## src/hw/rtl/mt19937_pkg.sv

```systemverilog
// Shared types, constants and the tempering function of the MT19937 generator.
// Used by the controller, the top level and the port checker.
`default_nettype none

package mt19937_pkg;

  localparam int STATE_DEPTH  = 624;
  localparam int SHIFT_OFFSET = 397;

  localparam int ADDR_W = $clog2(STATE_DEPTH);
  localparam int IDX_W  = $clog2(STATE_DEPTH + 1);

  localparam logic [ADDR_W-1:0] LAST_ADDR = ADDR_W'(STATE_DEPTH - 1);
  localparam logic [ADDR_W-1:0] FAR_START = ADDR_W'(SHIFT_OFFSET % STATE_DEPTH);
  localparam logic [IDX_W-1:0]  IDX_END   = IDX_W'(STATE_DEPTH);

  localparam logic [31:0] SEED_MULT    = 32'd1812433253;
  localparam logic [31:0] TWIST_MATRIX = 32'h9908_B0DF;
  localparam logic [31:0] TEMPER_B     = 32'h9D2C_5680;
  localparam logic [31:0] TEMPER_C     = 32'hEFC6_0000;

  localparam logic ACT_RESEED = 1'b0;
  localparam logic ACT_DRAW   = 1'b1;

  localparam logic STAT_OK       = 1'b0;
  localparam logic STAT_UNSEEDED = 1'b1;

  typedef enum logic [3:0] {
    ST_IDLE,
    ST_SEED_MUL,
    ST_SEED_WR,
    ST_TW_RD0,
    ST_TW_RDN,
    ST_TW_RDF,
    ST_TW_WR,
    ST_DRAW_RD,
    ST_DRAW_OUT
  } ctrl_state_e;

  typedef struct packed {
    logic              we;
    logic [ADDR_W-1:0] waddr;
    logic [31:0]       wdata;
    logic              re;
    logic [ADDR_W-1:0] raddr;
  } mem_req_t;

  typedef struct packed {
    logic        load;
    logic [31:0] value;
    logic        status;
  } result_t;

  function automatic logic [31:0] temper(input logic [31:0] w);
    logic [31:0] y;
    y = w;
    y = y ^ (y >> 11);
    y = y ^ ((y << 7) & TEMPER_B);
    y = y ^ ((y << 15) & TEMPER_C);
    y = y ^ (y >> 18);
    return y;
  endfunction

endpackage

`default_nettype wire

```

## src/hw/rtl/mt19937_ctrl.sv

```systemverilog
// Sequencer of the MT19937 generator: seeding walk, in-place twist and draw.
// Depends on mt19937_pkg; drives the state RAM through a mem_req_t struct.
`default_nettype none

module mt19937_ctrl import mt19937_pkg::*; (
  input  wire logic        clk_i,
  input  wire logic        rst_ni,
  input  wire logic        in_valid_i,
  output      logic        in_stall_o,
  input  wire logic        action_i,
  input  wire logic [31:0] seed_value_i,
  input  wire logic        out_free_i,
  input  wire logic [31:0] rdata_i,
  output      mem_req_t    mem_req_o,
  output      result_t     result_o
);

  ctrl_state_e       state_q, state_d;
  logic [IDX_W-1:0]  idx_q;
  logic              seeded_q;
  logic              miss_q;
  logic [ADDR_W-1:0] k_q;
  logic [ADDR_W-1:0] far_q;
  logic [31:0]       prev_q;
  logic [31:0]       prod_q;
  logic [31:0]       cur_q;
  logic [31:0]       nxt_q;

  logic              accept;
  logic              k_last;
  logic [ADDR_W-1:0] k_inc;
  logic [ADDR_W-1:0] next_addr;
  logic [31:0]       seed_word;
  logic [31:0]       seed_mix;
  logic [31:0]       twist_y;
  logic [31:0]       twist_word;

  assign accept     = in_valid_i && !in_stall_o;
  assign k_last     = (k_q == LAST_ADDR);
  assign k_inc      = k_q + ADDR_W'(1);
  assign next_addr  = k_last ? '0 : k_inc;
  assign seed_word  = prod_q + 32'(k_q);
  assign seed_mix   = prev_q ^ (prev_q >> 30);
  assign twist_y    = {cur_q[31], nxt_q[30:0]};
  assign twist_word = rdata_i ^ (twist_y >> 1) ^ (twist_y[0] ? TWIST_MATRIX : 32'd0);

  always_comb begin
    state_d = state_q;
    unique case (state_q)
      ST_IDLE: begin
        if (in_valid_i) begin
          if (action_i == ACT_RESEED) begin
            state_d = ST_SEED_MUL;
          end else if (!seeded_q) begin
            state_d = ST_DRAW_OUT;
          end else if (idx_q >= IDX_END) begin
            state_d = ST_TW_RD0;
          end else begin
            state_d = ST_DRAW_RD;
          end
        end
      end
      ST_SEED_MUL: state_d = ST_SEED_WR;
      ST_SEED_WR:  state_d = k_last ? ST_IDLE : ST_SEED_MUL;
      ST_TW_RD0:   state_d = ST_TW_RDN;
      ST_TW_RDN:   state_d = ST_TW_RDF;
      ST_TW_RDF:   state_d = ST_TW_WR;
      ST_TW_WR:    state_d = k_last ? ST_DRAW_RD : ST_TW_RDN;
      ST_DRAW_RD:  state_d = ST_DRAW_OUT;
      ST_DRAW_OUT: state_d = out_free_i ? ST_IDLE : ST_DRAW_OUT;
      default:     state_d = ST_IDLE;
    endcase
  end

  always_comb begin
    in_stall_o      = 1'b1;
    mem_req_o       = '0;
    result_o.load   = 1'b0;
    result_o.status = miss_q ? STAT_UNSEEDED : STAT_OK;
    result_o.value  = miss_q ? 32'd0 : temper(rdata_i);
    unique case (state_q)
      ST_IDLE: begin
        in_stall_o = 1'b0;
        if (in_valid_i && action_i == ACT_RESEED) begin
          mem_req_o.we    = 1'b1;
          mem_req_o.waddr = '0;
          mem_req_o.wdata = seed_value_i;
        end
      end
      ST_SEED_WR: begin
        mem_req_o.we    = 1'b1;
        mem_req_o.waddr = k_q;
        mem_req_o.wdata = seed_word;
      end
      ST_TW_RD0: begin
        mem_req_o.re    = 1'b1;
        mem_req_o.raddr = '0;
      end
      ST_TW_RDN: begin
        mem_req_o.re    = 1'b1;
        mem_req_o.raddr = next_addr;
      end
      ST_TW_RDF: begin
        mem_req_o.re    = 1'b1;
        mem_req_o.raddr = far_q;
      end
      ST_TW_WR: begin
        mem_req_o.we    = 1'b1;
        mem_req_o.waddr = k_q;
        mem_req_o.wdata = twist_word;
      end
      ST_DRAW_RD: begin
        mem_req_o.re    = 1'b1;
        mem_req_o.raddr = idx_q[ADDR_W-1:0];
      end
      ST_DRAW_OUT: result_o.load = out_free_i;
      default: ;
    endcase
  end

  always_ff @(posedge clk_i or negedge rst_ni) begin
    if (!rst_ni) begin
      state_q  <= ST_IDLE;
      idx_q    <= IDX_END;
      seeded_q <= 1'b0;
    end else begin
      state_q <= state_d;
      if (state_q == ST_SEED_WR && k_last) begin
        idx_q    <= IDX_END;
        seeded_q <= 1'b1;
      end
      if (state_q == ST_TW_WR && k_last) begin
        idx_q <= '0;
      end
      if (state_q == ST_DRAW_OUT && out_free_i && !miss_q) begin
        idx_q <= idx_q + IDX_W'(1);
      end
    end
  end

  always_ff @(posedge clk_i) begin
    if (accept) begin
      miss_q <= !seeded_q;
      if (action_i == ACT_RESEED) begin
        prev_q <= seed_value_i;
        k_q    <= ADDR_W'(1);
      end else begin
        k_q   <= '0;
        far_q <= FAR_START;
      end
    end
    unique case (state_q)
      ST_SEED_MUL: prod_q <= 32'(SEED_MULT * seed_mix);
      ST_SEED_WR: begin
        prev_q <= seed_word;
        k_q    <= k_inc;
      end
      ST_TW_RDN: begin
        if (k_q == '0) begin
          cur_q <= rdata_i;
        end
      end
      ST_TW_RDF: nxt_q <= rdata_i;
      ST_TW_WR: begin
        cur_q <= nxt_q;
        k_q   <= k_inc;
        far_q <= (far_q == LAST_ADDR) ? '0 : far_q + ADDR_W'(1);
      end
      default: ;
    endcase
  end

endmodule

`default_nettype wire

```

## config.mk

```make
export PLATFORM = sky130hd
export DESIGN_NAME = mt19937_ctrl
export DESIGN_NICKNAME = d
export VERILOG_FILES = /design/src/hw/rtl/mt19937_pkg.sv /design/src/hw/rtl/mt19937_ctrl.sv
export SDC_FILE = /design/constraint.sdc
export NUM_CORES = 1
export LEC_CHECK = 0
export BUFFER_PORTS_ARGS = -buffer_cell sky130_fd_sc_hd__buf_4
export CAP_MARGIN = 15
export CORE_MARGIN = 2
export CORE_UTILIZATION = 45
export CTS_CLUSTER_SIZE = 28
export DETAILED_ROUTE_END_ITERATION = 10
export PLACE_DENSITY = 0.74
export SLEW_MARGIN = 5
export SYNTH_ARGS = -nofsm -noshare
export SYNTH_HDL_FRONTEND = slang
export SYNTH_SLANG_ARGS = --single-unit
```

## constraint.sdc

```tcl
create_clock -name clk_i -period 8.8 [get_ports clk_i]
set_input_delay 0.44 -clock clk_i [delete_from_list [all_inputs] [get_ports clk_i]]
set_output_delay 0.44 -clock clk_i [all_outputs]
set_load 0.005 [all_outputs]
```

# Word level (Yosys, flattened, before mapping)
# Index checks and enable logic that the tools add are counted.
[totals]
register_bits = 164
latchBits = 0
mem_bits_rw = 0
rom_bits = 0
memories = 0
[classes]
add_sub_neg = 4
mul = 1
n_div = 0
order_cmp = 1
eq_ne = 13
shift = 0
muxes = 32
bitwise = 8
n_reduce_logical = 20
[ops]
columns = ["op", "count"]
rows = [
  ["$mux 32", 6],
  ["$pmux 43 s3", 1],
  ["$mux 10", 10],
  ["$xor 32x32->32", 3],
  ["$pmux 32 s2", 1],
  ["$pmux 11 s4", 1],
  ["$mux 43", 1],
  ["$pmux 4 s9", 1],
  ["$add 32x10->32", 1],
  ["$mul 31x32->32 const A", 1],
  ["$xor 32x14->32", 1],
  ["$xor 32x2->32", 1],
  ["$xor 32x21->32", 1],
  ["$xor 32x31->32", 1],
  ["$add 10x1->10 const B", 3],
  ["$eq 10x10->1 const B", 2],
  ["$eq 4x3->1 const B", 4],
  ["$mux 4", 4],
  ["$ge 10x10->1 const B", 1],
  ["$logic_not 10->1", 1],
  ["$reduce_bool 2->1", 5],
  ["$eq 4x2->1 const B", 2],
  ["$logic_and 1x1->1", 6],
  ["$reduce_and 2->1", 3],
  ["other kinds (12)", 18],
]

# Depth between registers and ports, before layout
# Gate-level depths: netlist (run 1).
[depth]
word_depth = 6
ltp_mapped = 25
depth_no_buf = 25

# Worst setup path before layout (run 1)
# Ideal clock, no wire load.
[synth_timing]
path_kind = "reg2reg"
from = "register prev_q[11]"
to = "register prod_q[28], data pin"
setup_time_ns = 0.258
arrival_time_ns = 5.878
t_required_ns = 8.542
path_slack_ns = 2.663
stages_incl_launch_ff = 23
synth_period_minus_slack_ns = 6.137
cell_sequence = "edfxtp_1 > ha_1 > ha_1 > fa_1 > inv_1 > fa_1 > inv_1 > fa_1 > inv_1 > fa_1 > inv_1 > fa_1 > inv_1 > fa_1 > inv_1 > ha_1 > o21a_1 > o21ai_1 > or2_2 > or3_1 > o21ai_2 > a31oi_1 > xnor2_1"
[synth_via]
elab_chain_cells = 2
[synth_lines]
columns = ["element", "line", "source"]
rows = [
  ["from (decl)", "mt19937_ctrl.sv:24", "logic [31:0] prev_q;"],
  ["from (signal assigned)", "mt19937_ctrl.sv:145", "prev_q <= seed_value_i;"],
  ["from (signal assigned)", "mt19937_ctrl.sv:155", "prev_q <= seed_word;"],
  ["$xor 32x2->32", "mt19937_ctrl.sv:43", "assign seed_mix = prev_q ^ (prev_q >> 30);"],
  ["$mul 31x32->32", "mt19937_ctrl.sv:153", "ST_SEED_MUL: prod_q <= 32'(SEED_MULT * seed_mix);"],
  ["to (signal assigned)", "mt19937_ctrl.sv:153", ""],
  ["to (decl)", "mt19937_ctrl.sv:25", "logic [31:0] prod_q;"],
]
# Every way passes these cells.
# A chain may end at the register's enable or synchronous reset.

# Worst setup path in the final report (run 1)
[layout_timing]
from = "register prev_q[31]"
to = "register prod_q[27], data pin"
[layout_via]
elab_chain_cells = 2
[layout_lines]
columns = ["element", "line", "source"]
rows = [
  ["$xor 32x2->32", "mt19937_ctrl.sv:43", ""],
  ["named net seed_mix[1]", "mt19937_ctrl.sv:34", "logic [31:0] seed_mix;"],
  ["$mul 31x32->32", "mt19937_ctrl.sv:153", ""],
]
# The timed path passes the listed nets, and every way through them passes these cells.

==> results.json, run 1 <==
{
  "status": "finished clean",
  "slew_headroom": 0.220,
  "yosys.cell_types.count": 68,
  "row_count": 68,
  "numCtsBuffers": 17,
  "finalSetupViolations": 0,
  "post-route-util": 0.520,
  "ys_top_cells_by_area": "edfxtp_1 (23%), fa_1 (19%), ha_1 (18%)",
  "drt_iter0_markers": 861,
  "ys_ff_latch": 133,
  "antenna_left": 0,
  "finClkSkew_ns": 0.0126,
  "cts.sinks": 133,
  "leakage_nw": 8.31,
  "yosysTopAreaCellShare": 0.227,
  "initial_core_util": 0.454,
  "clk_pin_slew_ns": 0.06,
  "grt_max_degree": 68,
  "grt_pass1_vias": 12400,
  "grt_pass1_wl_um": 66400,
  "grt_overflow_total": 0,
  "syn_area_um2": 15600,
  "vias": 11700,
  "hold_viol": 0,
  "clk_path_buf_depth": 2,
  "avgSynthCellArea_um2": 10.3,
  "numPortBuffers": 157,
  "die_x_um": 190,
  "final.min_clock_period_ns": 6.69,
  "critical_path_class": "register to register",
  "crit_required_ns": 8.97,
  "wl_um": 42100,
  "reg2reg_depth": 24,
  "synthArstFlopShare": 0.113,
  "synth_edf_count": 118,
  "clk_latency_ns": 0.43,
  "place.detailed.hpwl_um": 34200,
  "start_kind": "register",
  "grt_antenna_before_repair": 1,
  "hold_class": "input port to register",
  "final_layout_size_suffix_gt1_frac": 0.135,
  "cts_tree": "yes",
  "ctsHtreeMaxLevel": 4,
  "syn_inst": 1520,
  "die_y_um": 190,
  "power_density_nw_per_um2": 84.2,
  "crit_fanout": 6,
  "viasPerCell": 5.47,
  "finalCritPeriodShare": 0.760,
  "synth.largest_area_cell": "edfxtp_1",
  "finalSetupTns_ns": 0,
  "coreArea_um2": 34400,
  "maxSlewViolCount": 0,
  "worst_slew_pin_slew_ns": 1.17,
  "die_area_um2": 36200,
  "final_cell_mix": "inv_1 (249), ha_1 (224), buf_4 (165)",
  "area_growth_pct": 14.6,
  "ys_seq_area_frac": 0.252,
  "fillCellCount": 3105,
  "drt-wirelength-per-cell_um": 19.7,
  "final_common_cell": "inv_1",
  "yosysWarnings": 0,
  "rsz0062_at_grt": "no",
  "fmax_ghz": 0.149,
  "nets": 2106,
  "max_cap_violations": 0,
  "drt_first_pass_iters": 5,
  "drc": 0,
  "gp_congestion": 0.973,
  "worstSetupEndpointType": "register",
  "vdd_ir_drop_max_mv": 0.120,
  "syn-num-nets": 1960,
  "root_buffer": "clkbuf_16",
  "synth_flop_cell": "edfxtp_1",
  "grt.total_usage": 0.238,
  "holdPathStages": 1,
  "pin_count": 158,
  "critPathArrivalTime_ns": 6.86
}
## sequential cells by signal (all words and copies together), names as in the netlist
| name | flops |
|---|---|
| cur_q | 1 |
| far_q | 10 |
| idx_q | 10 |
| k_q | 10 |
| miss_q | 1 |
| nxt_q | 32 |
| prev_q | 32 |
| prod_q | 32 |
| seeded_q | 1 |
| state_q | 4 |
## synthesized netlist by cell type (17+ instances only)
cell        n
inv_1     249
nor2_1     83
xor2_1     62
edfxtp_1  118
a22oi_1    30
a21oi_1    31
ha_1      224
fa_1      147
xnor2_1   152
clkbuf_1   29
nand3_1    19
a21o_1     27
o21ai_0    62
nand4_1    17
and3_1     19
nand2_1    84
## final timing paths
kind / slack [ns] / end / from
max: 2.11 / prod_q[27] / prev_q[31]
min: 0.23 / nxt_q[1] / rdata_i[1]
max reg2reg: 2.11 / prod_q[27] / prev_q[31]
min reg2reg: 0.56 / cur_q[31] / nxt_q[31]
max in group asynchronous: 8.14 / idx_q[4] / rst_ni
min in group asynchronous: 0.41 / idx_q[0] / rst_ni
## where the power goes
| part | switching, mW | internal, mW |
|---|---|---|
| clock | 0.284 | 0.411 |
| sequential | 0 | 0.683 |
| combinational | 0.0632 | 0.0643 |
| total | 0.347 | 1.16 |
## worst max-delay path, stage by stage (launching register included)
cell and delay [ns]:
edfxtp_1 0.49, xor2_1 0.38, xnor2_1 0.12, buf_4 0.19, ha_1 0.18, or2_2 0.29
ha_1 0.27, inv_1 0.04, fa_1 0.47, inv_1 0.04, ha_1 0.18, fa_1 0.47
fa_1 0.54, fa_1 0.50, inv_1 0.05, fa_1 0.49, inv_1 0.05, ha_1 0.38
nand2_1 0.09, o21ai_0 0.26, and2b_1 0.24, a211oi_2 0.30, and2_4 0.22, o21ai_1 0.07
xnor2_1 0.14
## cell type report
| type | instances | area, µm² | share of cell area |
|---|---|---|---|
| repair buffers | 167 | 1280 | 0.0714 |
| well taps | 455 | 569 | 0.0318 |
| clock inverters | 10 | 65.1 | 0.00364 |
| inverters | 251 | 942 | 0.0527 |
| multi-input cells | 1096 | 10600 | 0.592 |
| clock buffers | 22 | 508 | 0.0284 |
| flip-flops and latches | 133 | 3920 | 0.219 |
| diodes | 2 | 5.00 | 0.000280 |
## cell families after synthesis
group	after synthesis	share of synthesized area
simple gates	284	0.0887
compound gates	224	0.0983
fa+ha+maj	371	0.368
flops	133	0.252
mux	3	0.00200
buf+inv	291	0.0711
xor+xnor	214	0.120
## through the flow
stage	total power, mW	hold slack (ns)	setup WS, ns	std cells	cell area, µm²
floorplan	0.770	0.144	2.66	1520	15600
detailed placement	0.821	0.305	2.20	2099	17300
global placement	0.821	0.303	2.27	2099	17300
finish	1.50	0.226	2.11	2136	17900
global route	1.55	0.210	1.80	2134	17900
CTS	1.51	0.211	2.13	2132	17800
## layer usage
metal	track usage	share of wire	vias up	wire length (µm)
li1	-	-	5394	-
met1	0.295	0.41	5765	17100
met2	0.399	0.48	423	20300
met3	0.0537	0.068	104	2880
met4	0.104	0.043	0	1810
met5	0	0	-	0
## repair_timing
item                                   in CTS  in global routing
endpoints found under the hold margin      11                  0
hold buffers                                1                  0
gates resized for setup                     0                  0
setup buffers                               0                  0
Note: power is estimated with default switching activity, not from simulation.
==> inputs of run 2 (changes only) <==
--- a/config.mk
+++ b/config.mk
@@ -11,7 +11,7 @@
 export CORE_UTILIZATION = 45
 export CTS_CLUSTER_SIZE = 28
 export DETAILED_ROUTE_END_ITERATION = 10
-export PLACE_DENSITY = 0.74
+export PLACE_DENSITY = 0.76
 export SLEW_MARGIN = 5
 export SYNTH_ARGS = -nofsm -noshare
 export SYNTH_HDL_FRONTEND = slang
==> constraint.sdc (replaced) <==
create_clock -name clk_i -period 5.8 [get_ports clk_i]
set_input_delay 0.29 -clock clk_i [delete_from_list [all_inputs] [get_ports clk_i]]
set_output_delay 0.29 -clock clk_i [all_outputs]
set_load 0.005 [all_outputs]
==> run 2 against run 1 <==
The flow now finishes with violations (negative setup slack). Clock skew shrank 0.0014 ns. Via count grew 5.5%. Register-to-register slack lost 2.3 ns. Combinational power grew 55%. Critical path type unchanged.
==> results.json, run 2 (synthesis gave the netlist of run 1 again) <==
{
  "crit_fanout": 4,
  "grt_pass1_vias": 12900,
  "power_mw": 2.35,
  "worst_slack_ns": -0.199,
  "final_cell_mix": "buf_4 (277), inv_1 (241), ha_1 (201)",
  "leakage_nw": 8.91,
  "die_area_um2": 36200,
  "die_x_um": 190,
  "cp_num_buf_inv": 7,
  "drt_iter0_markers": 879,
  "maxSlewViolCount": 0,
  "pin_count": 158,
  "grt_pass1_wl_um": 71500,
  "power_density_nw_per_um2": 122,
  "critical_path_class": "register to register",
  "start_kind": "register",
  "final_common_cell": "buf_4",
  "worst_slew_pin_slew_ns": 0.993,
  "crit_required_ns": 5.97,
  "row_count": 68,
  "coreArea_um2": 34400,
  "grt_overflow_total": 0,
  "fmax_ghz": 0.167,
  "finClkSkew_ns": 0.0111,
  "violations": "negative setup slack",
  "critPathTopFamily": "adder cells",
  "status": "complete, but fails checks",
  "cpMostUsedCell": "fa_1",
  "ctsHtreeMaxLevel": 4,
  "numCtsBuffers": 17,
  "nets": 2226,
  "diodes": 0,
  "cts.sinks": 133,
  "post-route-util": 0.561,
  "die_y_um": 190,
  "antenna_left": 0,
  "final_layout_size_suffix_gt1_frac": 0.230,
  "vdd_ir_drop_max_mv": 0.135,
  "place.detailed.hpwl_um": 37200,
  "grt_max_degree": 68,
  "slew_headroom": 0.334,
  "clk_latency_ns": 0.43,
  "clk_path_buf_depth": 2,
  "critPathArrivalTime_ns": 6.17,
  "rsz0062_at_grt": "yes",
  "grt.total_usage": 0.259,
  "viasPerCell": 5.47,
  "reg_top3": "nxt_q x32, prev_q x32, prod_q x32",
  "worstSetupEndpointType": "register",
  "hold_viol": 0,
  "max_cap_violations": 0,
  "drt_first_pass_iters": 6,
  "post-place-ws_ns": -0.330,
  "path_cells": "buf_6, buf_6, fa_1, ha_1, inv_1, fa_1, inv_1, ha_1, fa_1, fa_1, fa_1, inv_1, fa_1, inv_1, ha_4, and3_4, buf_6, and3_4, a211oi_2, xnor2_1",
  "vias": 12300,
  "clk_pin_slew_ns": 0.06,
  "worst_path_max_delay_cell": "fa_1",
  "initial_core_util": 0.454,
  "drt-wirelength-per-cell_um": 20.6,
  "gp_congestion": 0.961,
  "drc": 0,
  "finalCritPeriodShare": 1.03,
  "area_growth_pct": 23.7,
  "hold_class": "input port to register",
  "hold-worst-slack_ns": 0.0738,
  "numPortBuffers": 157,
  "finalSetupViolations": 8,
  "final.min_clock_period_ns": 6.00,
  "cts_tree": "yes",
  "root_buffer": "clkbuf_16",
  "wl_um": 46400,
  "grt_antenna_before_repair": 0,
  "max_stage_delay_ns": 0.55
}
## run 2: repair_timing
item,4_1_cts,5_1_grt
setup endpoints to repair,9,14
endpoints found under the hold margin,15,0
resized for setup,43,26
setup buffers,16,12
hold buffers,1,0
pin swaps,47,12
## run 2: path summary, 6_finish.rpt
path,startpoint,endpoint,slack (ns),depth (start not counted)
hold reg to reg,seeded_q,seeded_q,0.53,2
min in group asynchronous,rst_ni,idx_q[0],0.26,2
hold / removal,rdata_i[1],nxt_q[1],0.07,1
max in group asynchronous,rst_ni,idx_q[4],5.28,2
setup reg to reg,prev_q[9],prod_q[31],-0.20,20
setup / recovery,prev_q[9],prod_q[31],-0.20,20
## run 2: area by class of cell
cell class                      instances  area [µm²]
Tap cell                              455         569
Multi-Input combinational cell       1096       11100
Fill cell                            2892       15100
Inverter                              251         942
Sequential cell                       133        3920
Clock inverter                         12         113
Clock buffer                           20         489
Timing Repair Buffer                  287        2210
## run 2: routing by layer
| metal | track usage | part of all wire |
|---|---|---|
| met5 | 0 | 0 |
| met4 | 0.0924 | 0.031 |
| met3 | 0.0382 | 0.055 |
| met2 | 0.457 | 0.51 |
| met1 | 0.324 | 0.40 |
## run 2: report_power, final
group,total (mW),internal (mW),switching [mW]
clock network,1.11,0.657,0.455
registers,1.04,1.04,0
logic,0.199,0.0978,0.101
total,2.35,1.79,0.556
## run 2: stage by stage
step | setup TNS (ns) | instance area, µm² | std cells
2_1_floorplan | -0.373 | 15700 | 1520
3_3_place_gp | -0.968 | 18100 | 2192
3_5_place_dp | -1.53 | 18100 | 2192
4_1_cts | -0.586 | 19000 | 2241
5_1_grt | -3.02 | 19300 | 2254
6_report | -1.16 | 19300 | 2254
==> inputs of run 3 (changes only) <==
--- a/config.mk
+++ b/config.mk
@@ -5,10 +5,12 @@
 export SDC_FILE = /design/constraint.sdc
 export NUM_CORES = 1
 export LEC_CHECK = 0
+export ABC_AREA = 1
 export BUFFER_PORTS_ARGS = -buffer_cell sky130_fd_sc_hd__buf_4
-export CAP_MARGIN = 15
+export CAP_MARGIN = 10
 export CORE_MARGIN = 2
 export CORE_UTILIZATION = 45
+export CTS_CLUSTER_DIAMETER = 200
 export CTS_CLUSTER_SIZE = 28
 export DETAILED_ROUTE_END_ITERATION = 10
 export PLACE_DENSITY = 0.76
==> run 3 against run 2 <==
The run still ends with negative setup slack left. Sequential share of layout area fell by 1.1 points. Clock skew barely moved. Final area rose by 5.5%. Synthesized cell count rose by 23%. Hold slack improved by 0.0046 ns. Register-to-register slack barely moved.
==> results.json, run 3 <==
{
  "worst_slack_ns": -0.193,
  "fmax_ghz": 0.167,
  "diodes": 0,
  "critPathTopFamily": "adder cells",
  "numPortBuffers": 157,
  "r2r-start": "prev_q[1]",
  "fillCellCount": 3088,
  "gp_congestion": 0.976,
  "design_area_um2": 20400,
  "yosys.cell_types.count": 58,
  "post-place-ws_ns": -0.350,
  "avgSynthCellArea_um2": 8.77,
  "rrSetupSlack_ns": -0.19,
  "max_stage_delay_ns": 0.52,
  "grt_pass1_vias": 14400,
  "cp-endpoint": "prod_q[31]",
  "vias": 14200,
  "wl_um": 51200,
  "synthArstFlopShare": 0.113,
  "start_kind": "register",
  "clk_pin_slew_ns": 0.06,
  "syn-num-nets": 2312,
  "finalSetupTns_ns": -0.618,
  "r2r_end": "prod_q[31]",
  "root_buffer": "clkbuf_16",
  "worstSetupEndpointType": "register",
  "cp_num_buf_inv": 7,
  "pin_count": 158,
  "ys_ff_latch": 133,
  "clk_latency_ns": 0.44,
  "grt_pass1_wl_um": 78200,
  "reg_top3": "nxt_q x32, prev_q x32, prod_q x32",
  "yosysTopAreaCellShare": 0.216,
  "status": "complete, but fails checks",
  "maxSlewViolCount": 0,
  "crit_fanout": 4,
  "crit_required_ns": 6.00,
  "final.min_clock_period_ns": 5.99,
  "nets": 2590,
  "yosysWarnings": 0,
  "drt_first_pass_iters": 6,
  "synth.largest_area_cell": "edfxtp_1",
  "area_growth_pct": 24.0,
  "ctsHtreeMaxLevel": 4,
  "synth_edf_count": 118,
  "finClkSkew_ns": 0.0108,
  "violations": "negative setup slack",
  "drt_iter0_markers": 1045,
  "viasPerCell": 5.41,
  "grt_overflow_total": 0,
  "coreArea_um2": 35700,
  "final_cell_mix": "inv_1 (356), nand2_1 (311), buf_4 (267)",
  "syn_inst": 1872,
  "worst_slew_pin_slew_ns": 1.10,
  "drt-wirelength-per-cell_um": 19.5,
  "finalSetupViolations": 7,
  "grt_max_degree": 42,
  "cpMostUsedCell": "inv_2",
  "synth_flop_cell": "edfxtp_1",
  "crit_start": "prev_q[1]",
  "hold_class": "input port to register",
  "final_common_cell": "inv_1",
  "die_area_um2": 38000,
  "die_y_um": 195,
  "finalCritPeriodShare": 1.03,
  "clk_path_buf_depth": 2,
  "grt_antenna_before_repair": 0,
  "hold-worst-slack_ns": 0.0784,
  "rsz0062_at_grt": "yes",
  "die_x_um": 195,
  "antenna_left": 0,
  "hold_viol": 0,
  "ys_seq_area_frac": 0.239,
  "cts.sinks": 133,
  "syn_area_um2": 16400,
  "drc": 0,
  "place.detailed.hpwl_um": 41400,
  "critical_path_class": "register to register",
  "initial_core_util": 0.459,
  "row_count": 69,
  "reg2reg_depth": 28,
  "slew_headroom": 0.262,
  "synthTopCellsByCount": "inv_1 (376), nand2_1 (329), ha_1 (224), fa_1 (147), nor2_1 (129)",
  "cts_tree": "yes",
  "max_cap_violations": 0,
  "numCtsBuffers": 17,
  "synth_most_common_cell": "inv_1",
  "worst_path_max_delay_cell": "fa_2",
  "critPathArrivalTime_ns": 6.19,
  "ys_top_cells_by_area": "edfxtp_1 (22%), fa_1 (18%), ha_1 (17%)",
  "final_layout_size_suffix_gt1_frac": 0.229,
  "grt.total_usage": 0.267,
  "dpl_cell_area_um2": 18800,
  "worst-path-stages": 28
}
run 3: worst reg2reg max path, delay by kind of cell, from the launching register on:
kind          cells  cell delay [ns]
fa+ha+maj         9             3.39
xor+xnor          2             0.45
simple gates     10             1.11
flops             1             0.43
buf+inv           7             0.37
run 3: logic make-up after synthesis:
kind of cell | count (synthesis) | synth area share
compound gates | 208 | 0.0741
xor+xnor | 142 | 0.0785
fa+ha+maj | 371 | 0.350
buf+inv | 410 | 0.0966
flops | 133 | 0.239
simple gates | 608 | 0.162
run 3: per-layer routing:
layer | up-vias | routed length (µm) | global-route usage
met5 | - | 0 | 0
met4 | 0 | 2550 | 0.119
met3 | 155 | 3280 | 0.0328
met2 | 596 | 25400 | 0.461
met1 | 6872 | 20000 | 0.335
li1 | 6562 | - | -
run 3: cell type report:
type                    instances  area, µm²  share of cell area
clock buffers                  20        437              0.0215
clock inverters                12        131             0.00645
inverters                     388       1460              0.0718
multi-input cells            1329      11600               0.571
flip-flops and latches        133       3920               0.193
well taps                     461        577              0.0283
repair buffers                281       2210               0.108
run 3: metrics by stage:
stage | instances | util
after CTS | 2606 | 0.552
after floorplan | 1872 | -
after detailed placement | 2565 | 0.527
final | 2624 | 0.570
after global placement | 2565 | 0.527
after global routing | 2624 | 0.570
run 3: repair_timing:
action / 4_1_cts / 5_1_grt
pin swaps: 32 / 72
endpoints found under the hold margin: 15 / 0
setup endpoints to repair: 12 / 14
gates cloned: 0 / 0
buffers inserted: 9 / 19
hold buffers: 1 / 0
resized for setup: 48 / 115
run 3: how the worst min path moves through the flow:
stage / from / end / slack (ns) / depth (start not counted)
6_report: rdata_i[10] / nxt_q[10] / 0.08 / 1
3_5_place_dp: rst_ni / seeded_q / 0.17 / 1
4_1_cts: rdata_i[6] / nxt_q[6] / 0.07 / 1
3_3_place_gp: rst_ni / seeded_q / 0.17 / 1
2_1_floorplan: rst_ni / idx_q[0] / -0.006 / 0
5_1_grt: rdata_i[12] / nxt_q[12] / 0.06 / 1
Power of run 3 is not shown: default switching activity piles up to over one toggle a cycle in this logic, so the estimate is an artifact.
